## src/rtl/core/yds_pkg.sv

```systemverilog
// Shared types and constants for the YUV downscale to RGB block.
package yds_pkg;

    // Fixed field widths of the pixel channels and configuration registers
    localparam int SAMPLE_W = 8;
    localparam int POS_W    = 12;
    localparam int CFG_W    = 13;

    // Configuration port geometry: five 32-bit registers at 4*i
    localparam int APB_AW = 5;
    localparam int APB_DW = 32;

    // Register indexes
    localparam logic [2:0] REG_SRC_WIDTH  = 3'd0;
    localparam logic [2:0] REG_SRC_HEIGHT = 3'd1;
    localparam logic [2:0] REG_OUT_WIDTH  = 3'd2;
    localparam logic [2:0] REG_OUT_HEIGHT = 3'd3;
    localparam logic [2:0] REG_CHROMA_EN  = 3'd4;

    // Register reset values
    localparam logic [CFG_W-1:0] RST_SRC_WIDTH  = 13'd640;
    localparam logic [CFG_W-1:0] RST_SRC_HEIGHT = 13'd480;
    localparam logic [CFG_W-1:0] RST_OUT_WIDTH  = 13'd256;
    localparam logic [CFG_W-1:0] RST_OUT_HEIGHT = 13'd192;

    // BT.601 full-swing coefficients in millionths, rounded to the fraction at elaboration
    localparam longint unsigned COEF_R_MICRO  = 64'd1402000;
    localparam longint unsigned COEF_GB_MICRO = 64'd344136;
    localparam longint unsigned COEF_GR_MICRO = 64'd714136;
    localparam longint unsigned COEF_B_MICRO  = 64'd1772000;
    localparam longint unsigned MICRO_ONE     = 64'd1000000;
    localparam longint unsigned MICRO_HALF    = 64'd500000;

    // Chroma offset
    localparam logic signed [SAMPLE_W:0] CHROMA_MID = 9'sd128;

    // Position accumulator rebuild sequence after reset or a register write
    typedef enum logic [2:0] {
        RC_IDLE,
        RC_DIMS,
        RC_COL_S,
        RC_COL_T,
        RC_ROW_S,
        RC_ROW_T
    } t_recalc;

endpackage

```

## src/rtl/core/yds_pix_if.sv

```systemverilog
// Source pixel channel: luma, chroma of the 2x2 site and frame start marker.
interface yds_pix_if;
    logic                          valid;
    logic                          ready;
    logic [yds_pkg::SAMPLE_W-1:0]  luma;
    logic [yds_pkg::SAMPLE_W-1:0]  cb_sample;
    logic [yds_pkg::SAMPLE_W-1:0]  cr_sample;
    logic                          frame_start;

    modport source (output valid, luma, cb_sample, cr_sample, frame_start, input ready);
    modport sink   (input valid, luma, cb_sample, cr_sample, frame_start, output ready);
endinterface

```

## src/rtl/core/yds_rgb_if.sv

```systemverilog
// Result pixel channel: gray, RGB and output position.
interface yds_rgb_if;
    logic                          valid;
    logic                          ready;
    logic [yds_pkg::SAMPLE_W-1:0]  gray;
    logic [yds_pkg::SAMPLE_W-1:0]  red;
    logic [yds_pkg::SAMPLE_W-1:0]  green;
    logic [yds_pkg::SAMPLE_W-1:0]  blue;
    logic [yds_pkg::POS_W-1:0]     out_x;
    logic [yds_pkg::POS_W-1:0]     out_y;
    logic                          last;

    modport source (output valid, gray, red, green, blue, out_x, out_y, last, input ready);
    modport sink   (input valid, gray, red, green, blue, out_x, out_y, last, output ready);
endinterface

```

## src/rtl/core/yuv_downscale_to_rgb_unit.sv

```systemverilog
// Nearest-neighbor downscaler with BT.601 YCbCr to RGB conversion.
//
// Source pixels enter on i_pix in raster order, one word per cycle while
// i_pix.ready is high; frame_start on a word restarts the position counters
// at source pixel (0,0). Each source pixel that lands on an output grid
// position leaves on o_rgb as one word (gray, red, green, blue, out_x, out_y,
// last); other pixels leave nothing. Column and row selection compares running
// products 2*OW*col against (2*ox+1)*W, stepped by additions, so a new pixel is
// taken every cycle that i_pix.ready is high. From acceptance to o_rgb.valid a
// word passes two registers: the first holds the selected pixel and position,
// the second the converted colors. Throughput is 1 word per cycle while the
// input is not stalled; a stalled receiver backs up through the two registers,
// and i_pix.ready drops once both are full. Reset loads the register defaults
// and clears the counters. After reset and after every register write
// i_pix.ready stays low while RC_DIMS latches the effective sizes, then one
// shared multiplier rebuilds the four position products in turn. Registers are
// written over APB with pready tied high; reads return the stored values.
module yuv_downscale_to_rgb_unit #(
    parameter int MAX_DIM        = 4096,
    parameter int COEF_FRAC_BITS = 16
) (
    input  logic                        i_clk,
    input  logic                        i_rst_n,
    input  logic                        psel,
    input  logic                        penable,
    input  logic                        pwrite,
    input  logic [yds_pkg::APB_AW-1:0]  paddr,
    input  logic [yds_pkg::APB_DW-1:0]  pwdata,
    output logic [yds_pkg::APB_DW-1:0]  prdata,
    output logic                        pready,
    yds_pix_if.sink                     i_pix,
    yds_rgb_if.source                   o_rgb
);

    localparam int DW  = $clog2(MAX_DIM) + 1;     // holds 0..MAX_DIM
    localparam int AW  = 2 * DW + 1;              // position products
    localparam int F   = COEF_FRAC_BITS;
    localparam int KW  = F + 2;                   // coefficient magnitude bits
    localparam int SW  = F + 12;                  // signed color sum
    localparam int SMW = yds_pkg::SAMPLE_W;

    localparam longint unsigned KR_U =
        ((yds_pkg::COEF_R_MICRO << F) + yds_pkg::MICRO_HALF) / yds_pkg::MICRO_ONE;
    localparam longint unsigned KGB_U =
        ((yds_pkg::COEF_GB_MICRO << F) + yds_pkg::MICRO_HALF) / yds_pkg::MICRO_ONE;
    localparam longint unsigned KGR_U =
        ((yds_pkg::COEF_GR_MICRO << F) + yds_pkg::MICRO_HALF) / yds_pkg::MICRO_ONE;
    localparam longint unsigned KB_U =
        ((yds_pkg::COEF_B_MICRO << F) + yds_pkg::MICRO_HALF) / yds_pkg::MICRO_ONE;

    localparam logic signed [KW:0] K_R  = (KW+1)'(KR_U);
    localparam logic signed [KW:0] K_GB = (KW+1)'(KGB_U);
    localparam logic signed [KW:0] K_GR = (KW+1)'(KGR_U);
    localparam logic signed [KW:0] K_B  = (KW+1)'(KB_U);
    localparam logic signed [SW-1:0] CH_TOP = SW'(255) <<< F;

    // ------------------------------------------------------------------
    // Configuration registers
    // ------------------------------------------------------------------
    logic [yds_pkg::CFG_W-1:0] r_cfg_src_w, r_cfg_src_h, r_cfg_out_w, r_cfg_out_h;
    logic                      r_cfg_chroma;
    logic                      cfg_wr;
    logic [2:0]                cfg_idx;

    assign pready  = 1'b1;
    assign cfg_idx = paddr[yds_pkg::APB_AW-1:2];
    assign cfg_wr  = psel && penable && pwrite && pready;

    // Store register writes
    always_ff @(posedge i_clk) begin
        if (!i_rst_n) begin
            r_cfg_src_w  <= yds_pkg::RST_SRC_WIDTH;
            r_cfg_src_h  <= yds_pkg::RST_SRC_HEIGHT;
            r_cfg_out_w  <= yds_pkg::RST_OUT_WIDTH;
            r_cfg_out_h  <= yds_pkg::RST_OUT_HEIGHT;
            r_cfg_chroma <= 1'b1;
        end else if (cfg_wr) begin
            case (cfg_idx)
                yds_pkg::REG_SRC_WIDTH:  r_cfg_src_w  <= pwdata[yds_pkg::CFG_W-1:0];
                yds_pkg::REG_SRC_HEIGHT: r_cfg_src_h  <= pwdata[yds_pkg::CFG_W-1:0];
                yds_pkg::REG_OUT_WIDTH:  r_cfg_out_w  <= pwdata[yds_pkg::CFG_W-1:0];
                yds_pkg::REG_OUT_HEIGHT: r_cfg_out_h  <= pwdata[yds_pkg::CFG_W-1:0];
                yds_pkg::REG_CHROMA_EN:  r_cfg_chroma <= pwdata[0];
                default: ;
            endcase
        end
    end

    // Return stored register values
    always_comb begin
        case (cfg_idx)
            yds_pkg::REG_SRC_WIDTH:  prdata = yds_pkg::APB_DW'(r_cfg_src_w);
            yds_pkg::REG_SRC_HEIGHT: prdata = yds_pkg::APB_DW'(r_cfg_src_h);
            yds_pkg::REG_OUT_WIDTH:  prdata = yds_pkg::APB_DW'(r_cfg_out_w);
            yds_pkg::REG_OUT_HEIGHT: prdata = yds_pkg::APB_DW'(r_cfg_out_h);
            yds_pkg::REG_CHROMA_EN:  prdata = yds_pkg::APB_DW'(r_cfg_chroma);
            default:                 prdata = '0;
        endcase
    end

    // Zero counts as one, oversize saturates to the maximum
    function automatic logic [DW-1:0] eff_dim(input logic [yds_pkg::CFG_W-1:0] v);
        logic [31:0] v32;
        v32 = 32'(v);
        if (v32 == 32'd0)
            return DW'(1);
        else if (v32 > 32'(MAX_DIM))
            return DW'(MAX_DIM);
        else
            return DW'(v32);
    endfunction

    // ------------------------------------------------------------------
    // Effective sizes and accumulator rebuild sequencer
    // ------------------------------------------------------------------
    yds_pkg::t_recalc r_rc, n_rc;
    logic [DW-1:0] r_w, r_h, r_ow, r_oh;
    logic [DW-1:0] n_w, n_h, n_ow, n_oh;
    logic [DW-1:0] eff_w, eff_h, eff_ow, eff_oh;

    // Position state
    logic [DW-1:0] r_src_col, r_src_row, r_out_col, r_out_row;
    logic [DW-1:0] n_src_col, n_src_row, n_out_col, n_out_row;
    logic [AW-1:0] r_cs, r_ct, r_rs, r_rt;        // 2*OW*col, (2*ox+1)*W, rows alike
    logic [AW-1:0] n_cs, n_ct, n_rs, n_rt;

    logic [DW:0]   mul_a;
    logic [DW-1:0] mul_b;
    logic [AW-1:0] mul_p;

    assign eff_w  = eff_dim(r_cfg_src_w);
    assign eff_h  = eff_dim(r_cfg_src_h);
    assign eff_ow = (eff_dim(r_cfg_out_w) > eff_w) ? eff_w : eff_dim(r_cfg_out_w);
    assign eff_oh = (eff_dim(r_cfg_out_h) > eff_h) ? eff_h : eff_dim(r_cfg_out_h);

    // Step through the rebuild, restart on any register write
    always_comb begin
        n_rc = r_rc;
        case (r_rc)
            yds_pkg::RC_IDLE:  n_rc = yds_pkg::RC_IDLE;
            yds_pkg::RC_DIMS:  n_rc = yds_pkg::RC_COL_S;
            yds_pkg::RC_COL_S: n_rc = yds_pkg::RC_COL_T;
            yds_pkg::RC_COL_T: n_rc = yds_pkg::RC_ROW_S;
            yds_pkg::RC_ROW_S: n_rc = yds_pkg::RC_ROW_T;
            yds_pkg::RC_ROW_T: n_rc = yds_pkg::RC_IDLE;
            default:           n_rc = yds_pkg::RC_IDLE;
        endcase
        if (cfg_wr)
            n_rc = yds_pkg::RC_DIMS;
    end

    always_ff @(posedge i_clk) begin
        if (!i_rst_n)
            r_rc <= yds_pkg::RC_DIMS;
        else
            r_rc <= n_rc;
    end

    // Shared multiplier for the rebuild
    always_comb begin
        case (r_rc)
            yds_pkg::RC_COL_S: begin
                mul_a = {r_ow, 1'b0};
                mul_b = r_src_col;
            end
            yds_pkg::RC_COL_T: begin
                mul_a = {r_out_col, 1'b1};
                mul_b = r_w;
            end
            yds_pkg::RC_ROW_S: begin
                mul_a = {r_oh, 1'b0};
                mul_b = r_src_row;
            end
            yds_pkg::RC_ROW_T: begin
                mul_a = {r_out_row, 1'b1};
                mul_b = r_h;
            end
            default: begin
                mul_a = '0;
                mul_b = '0;
            end
        endcase
        mul_p = AW'(mul_a) * AW'(mul_b);
    end

    // ------------------------------------------------------------------
    // Pixel selection at the input
    // ------------------------------------------------------------------
    logic          pix_acc, s1_adv, out_free;
    logic          r_s1_valid;
    logic          clr, row_hit, emit, pos_last;
    logic [DW-1:0] c_col, c_row, c_ox, c_oy;
    logic [AW-1:0] c_cs, c_ct, c_rs, c_rt;
    logic [AW-1:0] w_a, h_a, ow2_a, oh2_a;
    logic [DW:0]   col_inc, row_inc;

    assign out_free    = !o_rgb.valid || o_rgb.ready;
    assign s1_adv      = out_free;
    assign i_pix.ready = (r_rc == yds_pkg::RC_IDLE) && (!r_s1_valid || s1_adv);
    assign pix_acc     = i_pix.valid && i_pix.ready;

    assign w_a   = AW'(r_w);
    assign h_a   = AW'(r_h);
    assign ow2_a = AW'({r_ow, 1'b0});
    assign oh2_a = AW'({r_oh, 1'b0});

    // Restart position on frame start or when a counter falls outside the frame
    assign clr   = i_pix.frame_start || (r_src_col >= r_w) || (r_src_row >= r_h);
    assign c_col = clr ? '0 : r_src_col;
    assign c_row = clr ? '0 : r_src_row;
    assign c_ox  = clr ? '0 : r_out_col;
    assign c_oy  = clr ? '0 : r_out_row;
    assign c_cs  = clr ? '0 : r_cs;
    assign c_ct  = clr ? w_a : r_ct;
    assign c_rs  = clr ? '0 : r_rs;
    assign c_rt  = clr ? h_a : r_rt;

    // Pixel is picked when (2*ox+1)*W lies in [2OW*col, 2OW*col + 2OW), rows alike
    assign row_hit  = (c_oy < r_oh) && (c_rs <= c_rt) && (c_rt < c_rs + oh2_a);
    assign emit     = row_hit && (c_ox < r_ow) && (c_cs <= c_ct) && (c_ct < c_cs + ow2_a);
    assign pos_last = (c_ox == r_ow - DW'(1)) && (c_oy == r_oh - DW'(1));
    assign col_inc  = {1'b0, c_col} + (DW+1)'(1);
    assign row_inc  = {1'b0, c_row} + (DW+1)'(1);

    // Advance counters and running products
    always_comb begin
        n_w = r_w;
        n_h = r_h;
        n_ow = r_ow;
        n_oh = r_oh;
        n_src_col = r_src_col;
        n_src_row = r_src_row;
        n_out_col = r_out_col;
        n_out_row = r_out_row;
        n_cs = r_cs;
        n_ct = r_ct;
        n_rs = r_rs;
        n_rt = r_rt;
        case (r_rc)
            yds_pkg::RC_DIMS: begin
                n_w  = eff_w;
                n_h  = eff_h;
                n_ow = eff_ow;
                n_oh = eff_oh;
            end
            yds_pkg::RC_COL_S: n_cs = mul_p;
            yds_pkg::RC_COL_T: n_ct = mul_p;
            yds_pkg::RC_ROW_S: n_rs = mul_p;
            yds_pkg::RC_ROW_T: n_rt = mul_p;
            default: begin
                if (pix_acc) begin
                    n_out_col = emit ? c_ox + DW'(1) : c_ox;
                    n_ct      = emit ? c_ct + {w_a[AW-2:0], 1'b0} : c_ct;
                    n_out_row = c_oy;
                    n_rt      = c_rt;
                    n_src_row = c_row;
                    n_rs      = c_rs;
                    n_src_col = col_inc[DW-1:0];
                    n_cs      = c_cs + ow2_a;
                    if (col_inc >= {1'b0, r_w}) begin
                        n_src_col = '0;
                        n_cs      = '0;
                        if (row_hit) begin
                            n_out_row = c_oy + DW'(1);
                            n_rt      = c_rt + {h_a[AW-2:0], 1'b0};
                            n_out_col = '0;
                            n_ct      = w_a;
                        end
                        n_src_row = row_inc[DW-1:0];
                        n_rs      = c_rs + oh2_a;
                        if (row_inc >= {1'b0, r_h}) begin
                            n_src_col = '0;
                            n_src_row = '0;
                            n_out_col = '0;
                            n_out_row = '0;
                            n_cs      = '0;
                            n_ct      = w_a;
                            n_rs      = '0;
                            n_rt      = h_a;
                        end
                    end
                end
            end
        endcase
    end

    always_ff @(posedge i_clk) begin
        if (!i_rst_n) begin
            r_w       <= '0;
            r_h       <= '0;
            r_ow      <= '0;
            r_oh      <= '0;
            r_src_col <= '0;
            r_src_row <= '0;
            r_out_col <= '0;
            r_out_row <= '0;
            r_cs      <= '0;
            r_ct      <= '0;
            r_rs      <= '0;
            r_rt      <= '0;
        end else begin
            r_w       <= n_w;
            r_h       <= n_h;
            r_ow      <= n_ow;
            r_oh      <= n_oh;
            r_src_col <= n_src_col;
            r_src_row <= n_src_row;
            r_out_col <= n_out_col;
            r_out_row <= n_out_row;
            r_cs      <= n_cs;
            r_ct      <= n_ct;
            r_rs      <= n_rs;
            r_rt      <= n_rt;
        end
    end

    // ------------------------------------------------------------------
    // Stage 1: selected pixel and its output position
    // ------------------------------------------------------------------
    logic [SMW-1:0]          r_s1_luma, r_s1_cb, r_s1_cr;
    logic [yds_pkg::POS_W-1:0] r_s1_x, r_s1_y;
    logic                    r_s1_last, r_s1_chroma;

    always_ff @(posedge i_clk) begin
        if (!i_rst_n)
            r_s1_valid <= 1'b0;
        else if (pix_acc)
            r_s1_valid <= emit;
        else if (s1_adv)
            r_s1_valid <= 1'b0;
    end

    // Capture the picked pixel
    always_ff @(posedge i_clk) begin
        if (pix_acc && emit) begin
            r_s1_luma   <= i_pix.luma;
            r_s1_cb     <= i_pix.cb_sample;
            r_s1_cr     <= i_pix.cr_sample;
            r_s1_x      <= yds_pkg::POS_W'(c_ox);
            r_s1_y      <= yds_pkg::POS_W'(c_oy);
            r_s1_last   <= pos_last;
            r_s1_chroma <= r_cfg_chroma;
        end
    end

    // ------------------------------------------------------------------
    // Stage 2: color conversion into the output register
    // ------------------------------------------------------------------
    logic signed [SMW:0]  cb_d, cr_d;
    logic signed [SW-1:0] ys, acc_r, acc_g, acc_b;
    logic [SMW-1:0]       ch_r, ch_g, ch_b;

    // Clamp to 0..255 in the fixed-point domain, then drop the fraction
    function automatic logic [SMW-1:0] to_channel(input logic signed [SW-1:0] acc);
        if (acc < 0)
            return '0;
        else if (acc > CH_TOP)
            return SMW'(255);
        else
            return acc[F+SMW-1:F];
    endfunction

    always_comb begin
        cb_d  = r_s1_chroma ? $signed({1'b0, r_s1_cb}) - yds_pkg::CHROMA_MID : '0;
        cr_d  = r_s1_chroma ? $signed({1'b0, r_s1_cr}) - yds_pkg::CHROMA_MID : '0;
        ys    = $signed({{(SW-SMW-F){1'b0}}, r_s1_luma, {F{1'b0}}});
        acc_r = ys + SW'(cr_d) * SW'(K_R);
        acc_g = ys - SW'(cb_d) * SW'(K_GB) - SW'(cr_d) * SW'(K_GR);
        acc_b = ys + SW'(cb_d) * SW'(K_B);
        ch_r  = to_channel(acc_r);
        ch_g  = to_channel(acc_g);
        ch_b  = to_channel(acc_b);
    end

    logic r_out_valid, r_out_neutral;
    logic [SMW-1:0] r_out_gray, r_out_red, r_out_green, r_out_blue;
    logic [yds_pkg::POS_W-1:0] r_out_x, r_out_y;
    logic r_out_last;

    always_ff @(posedge i_clk) begin
        if (!i_rst_n)
            r_out_valid <= 1'b0;
        else if (out_free)
            r_out_valid <= r_s1_valid;
    end

    // Load the converted word when the output slot frees up
    always_ff @(posedge i_clk) begin
        if (out_free && r_s1_valid) begin
            r_out_gray    <= r_s1_luma;
            r_out_red     <= ch_r;
            r_out_green   <= ch_g;
            r_out_blue    <= ch_b;
            r_out_x       <= r_s1_x;
            r_out_y       <= r_s1_y;
            r_out_last    <= r_s1_last;
            r_out_neutral <= !r_s1_chroma;
        end
    end

    assign o_rgb.valid = r_out_valid;
    assign o_rgb.gray  = r_out_gray;
    assign o_rgb.red   = r_out_red;
    assign o_rgb.green = r_out_green;
    assign o_rgb.blue  = r_out_blue;
    assign o_rgb.out_x = r_out_x;
    assign o_rgb.out_y = r_out_y;
    assign o_rgb.last  = r_out_last;

    // ------------------------------------------------------------------
    // Assertions
    // ------------------------------------------------------------------
    a_cfg_blocks_input: assert property (@(posedge i_clk) disable iff (!i_rst_n)
        cfg_wr |=> !i_pix.ready)
        else $error("pixel input open right after a register write");

    a_neutral_gray: assert property (@(posedge i_clk) disable iff (!i_rst_n)
        (r_out_valid && r_out_neutral) |->
            (r_out_red == r_out_gray && r_out_green == r_out_gray &&
             r_out_blue == r_out_gray))
        else $error("neutral chroma did not give gray RGB");

    a_s1_hold: assert property (@(posedge i_clk) disable iff (!i_rst_n)
        (r_s1_valid && !s1_adv) |=> (r_s1_valid && $stable(r_s1_x) && $stable(r_s1_y)))
        else $error("stage 1 word changed while output stalled");

    a_frame_restart: assert property (@(posedge i_clk) disable iff (!i_rst_n)
        (pix_acc && i_pix.frame_start) |=> (r_out_col <= DW'(1) && r_out_row <= DW'(1)))
        else $error("frame start did not restart the output position");

endmodule
```

## src/flat_wrapper.sv

```systemverilog
// flat-port wrapper written by rule: the top's interface ports become plain ports
module yuv_downscale_to_rgb_unit_flat 
#(
    parameter int MAX_DIM        = 4096,
    parameter int COEF_FRAC_BITS = 16
)
  (i_clk, i_rst_n, psel, penable, pwrite, paddr, pwdata, prdata, pready, i_pix_valid, i_pix_luma, i_pix_cb_sample, i_pix_cr_sample, i_pix_frame_start, i_pix_ready, o_rgb_valid, o_rgb_gray, o_rgb_red, o_rgb_green, o_rgb_blue, o_rgb_out_x, o_rgb_out_y, o_rgb_last, o_rgb_ready);
  yds_pix_if i_pix_i ();
  yds_rgb_if o_rgb_i ();
  input  logic i_clk;
  input  logic i_rst_n;
  input  logic psel;
  input  logic penable;
  input  logic pwrite;
  input  logic [yds_pkg::APB_AW-1:0] paddr;
  input  logic [yds_pkg::APB_DW-1:0] pwdata;
  output logic [yds_pkg::APB_DW-1:0] prdata;
  output logic pready;
  input wire logic [$bits(i_pix_i.valid)-1:0] i_pix_valid;
  input wire logic [$bits(i_pix_i.luma)-1:0] i_pix_luma;
  input wire logic [$bits(i_pix_i.cb_sample)-1:0] i_pix_cb_sample;
  input wire logic [$bits(i_pix_i.cr_sample)-1:0] i_pix_cr_sample;
  input wire logic [$bits(i_pix_i.frame_start)-1:0] i_pix_frame_start;
  output wire logic [$bits(i_pix_i.ready)-1:0] i_pix_ready;
  output wire logic [$bits(o_rgb_i.valid)-1:0] o_rgb_valid;
  output wire logic [$bits(o_rgb_i.gray)-1:0] o_rgb_gray;
  output wire logic [$bits(o_rgb_i.red)-1:0] o_rgb_red;
  output wire logic [$bits(o_rgb_i.green)-1:0] o_rgb_green;
  output wire logic [$bits(o_rgb_i.blue)-1:0] o_rgb_blue;
  output wire logic [$bits(o_rgb_i.out_x)-1:0] o_rgb_out_x;
  output wire logic [$bits(o_rgb_i.out_y)-1:0] o_rgb_out_y;
  output wire logic [$bits(o_rgb_i.last)-1:0] o_rgb_last;
  input wire logic [$bits(o_rgb_i.ready)-1:0] o_rgb_ready;
  assign i_pix_i.valid = i_pix_valid;
  assign i_pix_i.luma = i_pix_luma;
  assign i_pix_i.cb_sample = i_pix_cb_sample;
  assign i_pix_i.cr_sample = i_pix_cr_sample;
  assign i_pix_i.frame_start = i_pix_frame_start;
  assign i_pix_ready = i_pix_i.ready;
  assign o_rgb_valid = o_rgb_i.valid;
  assign o_rgb_gray = o_rgb_i.gray;
  assign o_rgb_red = o_rgb_i.red;
  assign o_rgb_green = o_rgb_i.green;
  assign o_rgb_blue = o_rgb_i.blue;
  assign o_rgb_out_x = o_rgb_i.out_x;
  assign o_rgb_out_y = o_rgb_i.out_y;
  assign o_rgb_last = o_rgb_i.last;
  assign o_rgb_i.ready = o_rgb_ready;
  yuv_downscale_to_rgb_unit #(.MAX_DIM(MAX_DIM), .COEF_FRAC_BITS(COEF_FRAC_BITS)) u_core (.i_clk(i_clk), .i_rst_n(i_rst_n), .psel(psel), .penable(penable), .pwrite(pwrite), .paddr(paddr), .pwdata(pwdata), .prdata(prdata), .pready(pready), .i_pix(i_pix_i), .o_rgb(o_rgb_i));
endmodule
```

## config.mk

```make
export PLATFORM = sky130hd
export DESIGN_NAME = yuv_downscale_to_rgb_unit_flat
export DESIGN_NICKNAME = d
export VERILOG_FILES = /design/src/rtl/core/yds_pkg.sv /design/src/rtl/core/yds_pix_if.sv /design/src/rtl/core/yds_rgb_if.sv /design/src/rtl/core/yuv_downscale_to_rgb_unit.sv /design/src/flat_wrapper.sv
export SDC_FILE = /design/constraint.sdc
export NUM_CORES = 2
export LEC_CHECK = 0
export BUFFER_PORTS_ARGS = -buffer_cell sky130_fd_sc_hd__buf_4
export CAP_MARGIN = 30
export CORE_ASPECT_RATIO = 1.25
export CORE_MARGIN = 2
export CORE_UTILIZATION = 58
export DETAILED_ROUTE_END_ITERATION = 8
export PLACE_DENSITY = 0.77
export SKIP_LAST_GASP = 1
export SYNTH_ARGS = -nofsm -noshare
export SYNTH_HDL_FRONTEND = slang
export SYNTH_SLANG_ARGS = --single-unit
```

## constraint.sdc

```tcl
create_clock -name i_clk -period 27.1 [get_ports i_clk]
set_input_delay 5.42 -clock i_clk [delete_from_list [all_inputs] [get_ports i_clk]]
set_output_delay 5.42 -clock i_clk [all_outputs]
set_load 0.1 [all_outputs]
```

==> reports/qor.yml <==
run_status:
  outcome: "completed"
setup_path:
  crit_top_cell: "a21o_1"
  cp_top_family: "compound AO/OA/AOI/OAI gates"
  critPathKind: "in -> reg"
  r2r-end: "u_core.o_rgb.green[4]$_SDFFCE_PN0P_"
  slowest_stage: "buf_4"
  end_kind: "flop"
  startpoint_type: "input pin"
  rrSetupSlack_ns: 17.41
  critPathMaxStageDelay_ns: 0.60
  critPathMaxFanout: 54
  rr_worst_depth: 29
  crit_buf_inv: 2
  rr_startpoint: "u_core.r_s1_chroma$_DFFE_PP_"
  arrival_ns: 13.34
  worstPathRequired_ns: 27.62
clocking:
  cts.sinks: 377
  insertion_delay_ns: 0.65
  cts_resized: 0
  postCtsSetupBuffers: 0
  clockBufferDepth: 3
  path_clk_slew_ns: 0.06
  root_buffer: "clkbuf_16"
  cts_buffers: 44
  cts_hold_buf: 0
  htreeDepth: 2
  cts_tree: "yes"
sta:
  slew_headroom_pct: 22.0
  finalSetupViolations: 0
  worstMarginPinSlew_ns: 1.17
  tns_ns: 0
  fmaxAchievable_ghz: 0.0780
  clock_skew_ns: 0.0397
  final.setup.worst_slack_ns: 14.28
  drv_slew: 0
  period_share_pct: 47.3
  rsz0062_at_grt: "false"
  hold_viol: 0
  fin_crit_ns: 12.82
placement:
  placement.io_buffers: 119
  dp_slack_ns: 13.92
  dpl.hpwl_mm: 107
  gp_congestion: 1.02
yosys:
  yosysMostFrequentCell: "ha_1"
  yosys_warnings: 0
  synth-seq-cells: 377
  synth_area_sq_um: 42200
  synth.distinct_cells: 103
  async_reset_ff_share_pct: 0
  synth_enable_flop_cells: 107
  synthTopCellsByCount: "ha_1, nand2_1, inv_1, a21oi_1, nor2_1"
  yosys.area.top_type: "ha_1"
  netlist.area_leader.share_pct: 18.8
  syn_inst: 5051
  avgSynthCellArea_sq_um: 8.35
  synth.area.top_cells: "ha_1, dfxtp_1, fa_1"
  yosysSeqAreaShare_pct: 20.4
  ys.flop_type: "dfxtp_1"
die:
  die_h_um: 305
  pin_count: 161
  die-area_sq_um: 74900
  start_util_pct: 58.6
  core_sq_um: 72000
  die_x_um: 245
  rows: 110
hold_path:
  worst_hold_path.endpoint: "u_core.o_rgb.out_x[7]$_DFFE_PP_"
  hold_path_class: "reg -> reg"
  worstHoldStart: "u_core.r_s1_x[7]$_DFFE_PP_"
  hold_depth: 0
finish:
  drive_gt1_share_pct: 7.33
  multi_input_area_sq_um: 30600
  synthToLayoutAreaGrowth_pct: 8.57
  nFillCells: 6253
  fin_util_pct: 63.6
  nNetsFinal: 6043
  seq_area_sq_um: 8620
global_routing:
  grt_usage_pct: 37.2
  grt_pass1_wl_mm: 215
  grt_antenna_before_repair: 5
  overflow: 0
  grt_max_degree: 79
  grt_pass1_vias: 38400
pwr:
  powerDensity_nw_per_um2: 64.7
  p_total_mw: 2.96
  ir_worst_vdd_v: 0.000120
  leakagePower_nw: 21.7
routing:
  dr.first_iter.drc_count: 3436
  drt_pass1_iterations: 6
  vias: 38500
  viasPerCell: 6.33
  routed_wl_mm: 139
  drc: 0
  drt.antenna.violating_nets: 0
  wl_per_cell_um: 22.9
job:
  cap_violations: 0
-- where the power goes --
group | internal, mW | switching [mW] | total [mW] | leakage (nW)
registers | 0.627 | 0.0410 | 0.668 | 3.15
logic | 0.633 | 0.974 | 1.61 | 17.8
clock network | 0.406 | 0.278 | 0.685 | 0.791
-- worst max path at each step --
stage,to,cells after the start,from
after detailed placement,u_core.r_rt[15]$_SDFFE_PN0P_,29,i_pix_frame_start
final,u_core.r_rt[15]$_SDFFE_PN0P_,29,i_pix_frame_start
after floorplan,i_pix_ready,3,o_rgb_ready
after global routing,u_core.r_rt[8]$_SDFFE_PN0P_,29,i_pix_frame_start
after CTS,u_core.r_rt[15]$_SDFFE_PN0P_,29,i_pix_frame_start
after global placement,u_core.r_rt[15]$_SDFFE_PN0P_,29,i_pix_frame_start
-- layer usage --
layer | vias up | wire length, um | GRT usage, % | part of all wire [%]
li1 | 17600 | - | - | -
met1 | 18200 | 49000 | 41.7 | 35
met2 | 2039 | 62700 | 59.7 | 45
met3 | 658 | 13500 | 8.64 | 9.7
met4 | 4 | 14100 | 31.5 | 10
met5 | - | 24 | 0.261 | 0.017
-- state kept, by name, indices dropped and copies added (netlist names), 13 cells and up --
name / flops
u_core.r_cs: 27
u_core.r_ct: 27
u_core.r_rs: 27
u_core.r_rt: 27
u_core.r_cfg_out_h: 13
u_core.r_cfg_out_w: 13
u_core.r_cfg_src_h: 13
u_core.r_cfg_src_w: 13
u_core.r_h: 13
u_core.r_oh: 13
u_core.r_out_col: 13
u_core.r_out_row: 13
u_core.r_ow: 13
u_core.r_src_col: 13
u_core.r_src_row: 13
u_core.r_w: 13
-- worst reg2reg max path: cells and delay by family (launching register included) --
kind                       cells  cell delay, ns
AOI/OAI and AO/OA             12            3.57
adders and majority gates      8            3.25
buffers and inverters          5            1.00
DFF                            1            0.38
and+or+nand+nor                4            1.20
-- through the flow --
stage,hold slack [ns],instances,instance area (sq um)
2_1_floorplan,0.400,5069,42200
3_3_place_gp,0.402,5986,44000
3_5_place_dp,0.405,5992,44100
4_1_cts,0.420,6074,45700
5_1_grt,0.425,6082,45800
6_report,0.419,6085,45800
-- placed cells by master (no fill, tap or decap), types with 20 or more instances in the layout --
master / instances
inv_1: 568
nor4_1: 37
a21oi_1: 365
or2_2: 22
nand3_1: 99
a221oi_1: 30
ha_1: 632
xor2_1: 77
o211ai_1: 21
and3_1: 96
a21o_1: 91
nor3_1: 89
buf_4: 203
dfxtp_1: 270
nor2b_1: 102
nand2_1: 601
conb_1: 20
o21ai_0: 228
fa_1: 250
o22ai_1: 23
edfxtp_1: 107
nor2_1: 313
a211oi_1: 54
nand2b_1: 35
xnor2_1: 152
and2_1: 24
a22oi_1: 38
a31oi_1: 32
nand4_1: 43
mux2i_1: 38
o21a_1: 71
clkbuf_16: 45
-- area by class of cell --
type,instances,area share (%)
clock inverters,28,0.921
inverters,571,4.69
multi-input cells,3890,66.8
well taps,952,2.60
clock buffers,54,2.64
flip-flops and latches,377,18.8
diodes,5,0.0273
repair buffers,208,3.48
-- logic make-up (layout without fill, tap and decap cells) --
| kind of cell | count (synthesis) | after routing | synth area share (%) |
|---|---|---|---|
| flip-flops | 377 | 377 | 20.4 |
| multiplexers | 54 | 54 | 1.65 |
| XOR/XNOR | 229 | 229 | 4.76 |
| other | 2 | 25 | 0.0178 |
| AND/OR/NAND/NOR | 1547 | 1547 | 17.4 |
| AO/OA/AOI/OAI | 1156 | 1156 | 17.7 |
| adder cells (fa/ha/maj) | 884 | 884 | 30.7 |
| buffers and inverters | 802 | 861 | 7.40 |
(Power assumes the default switching activity.)
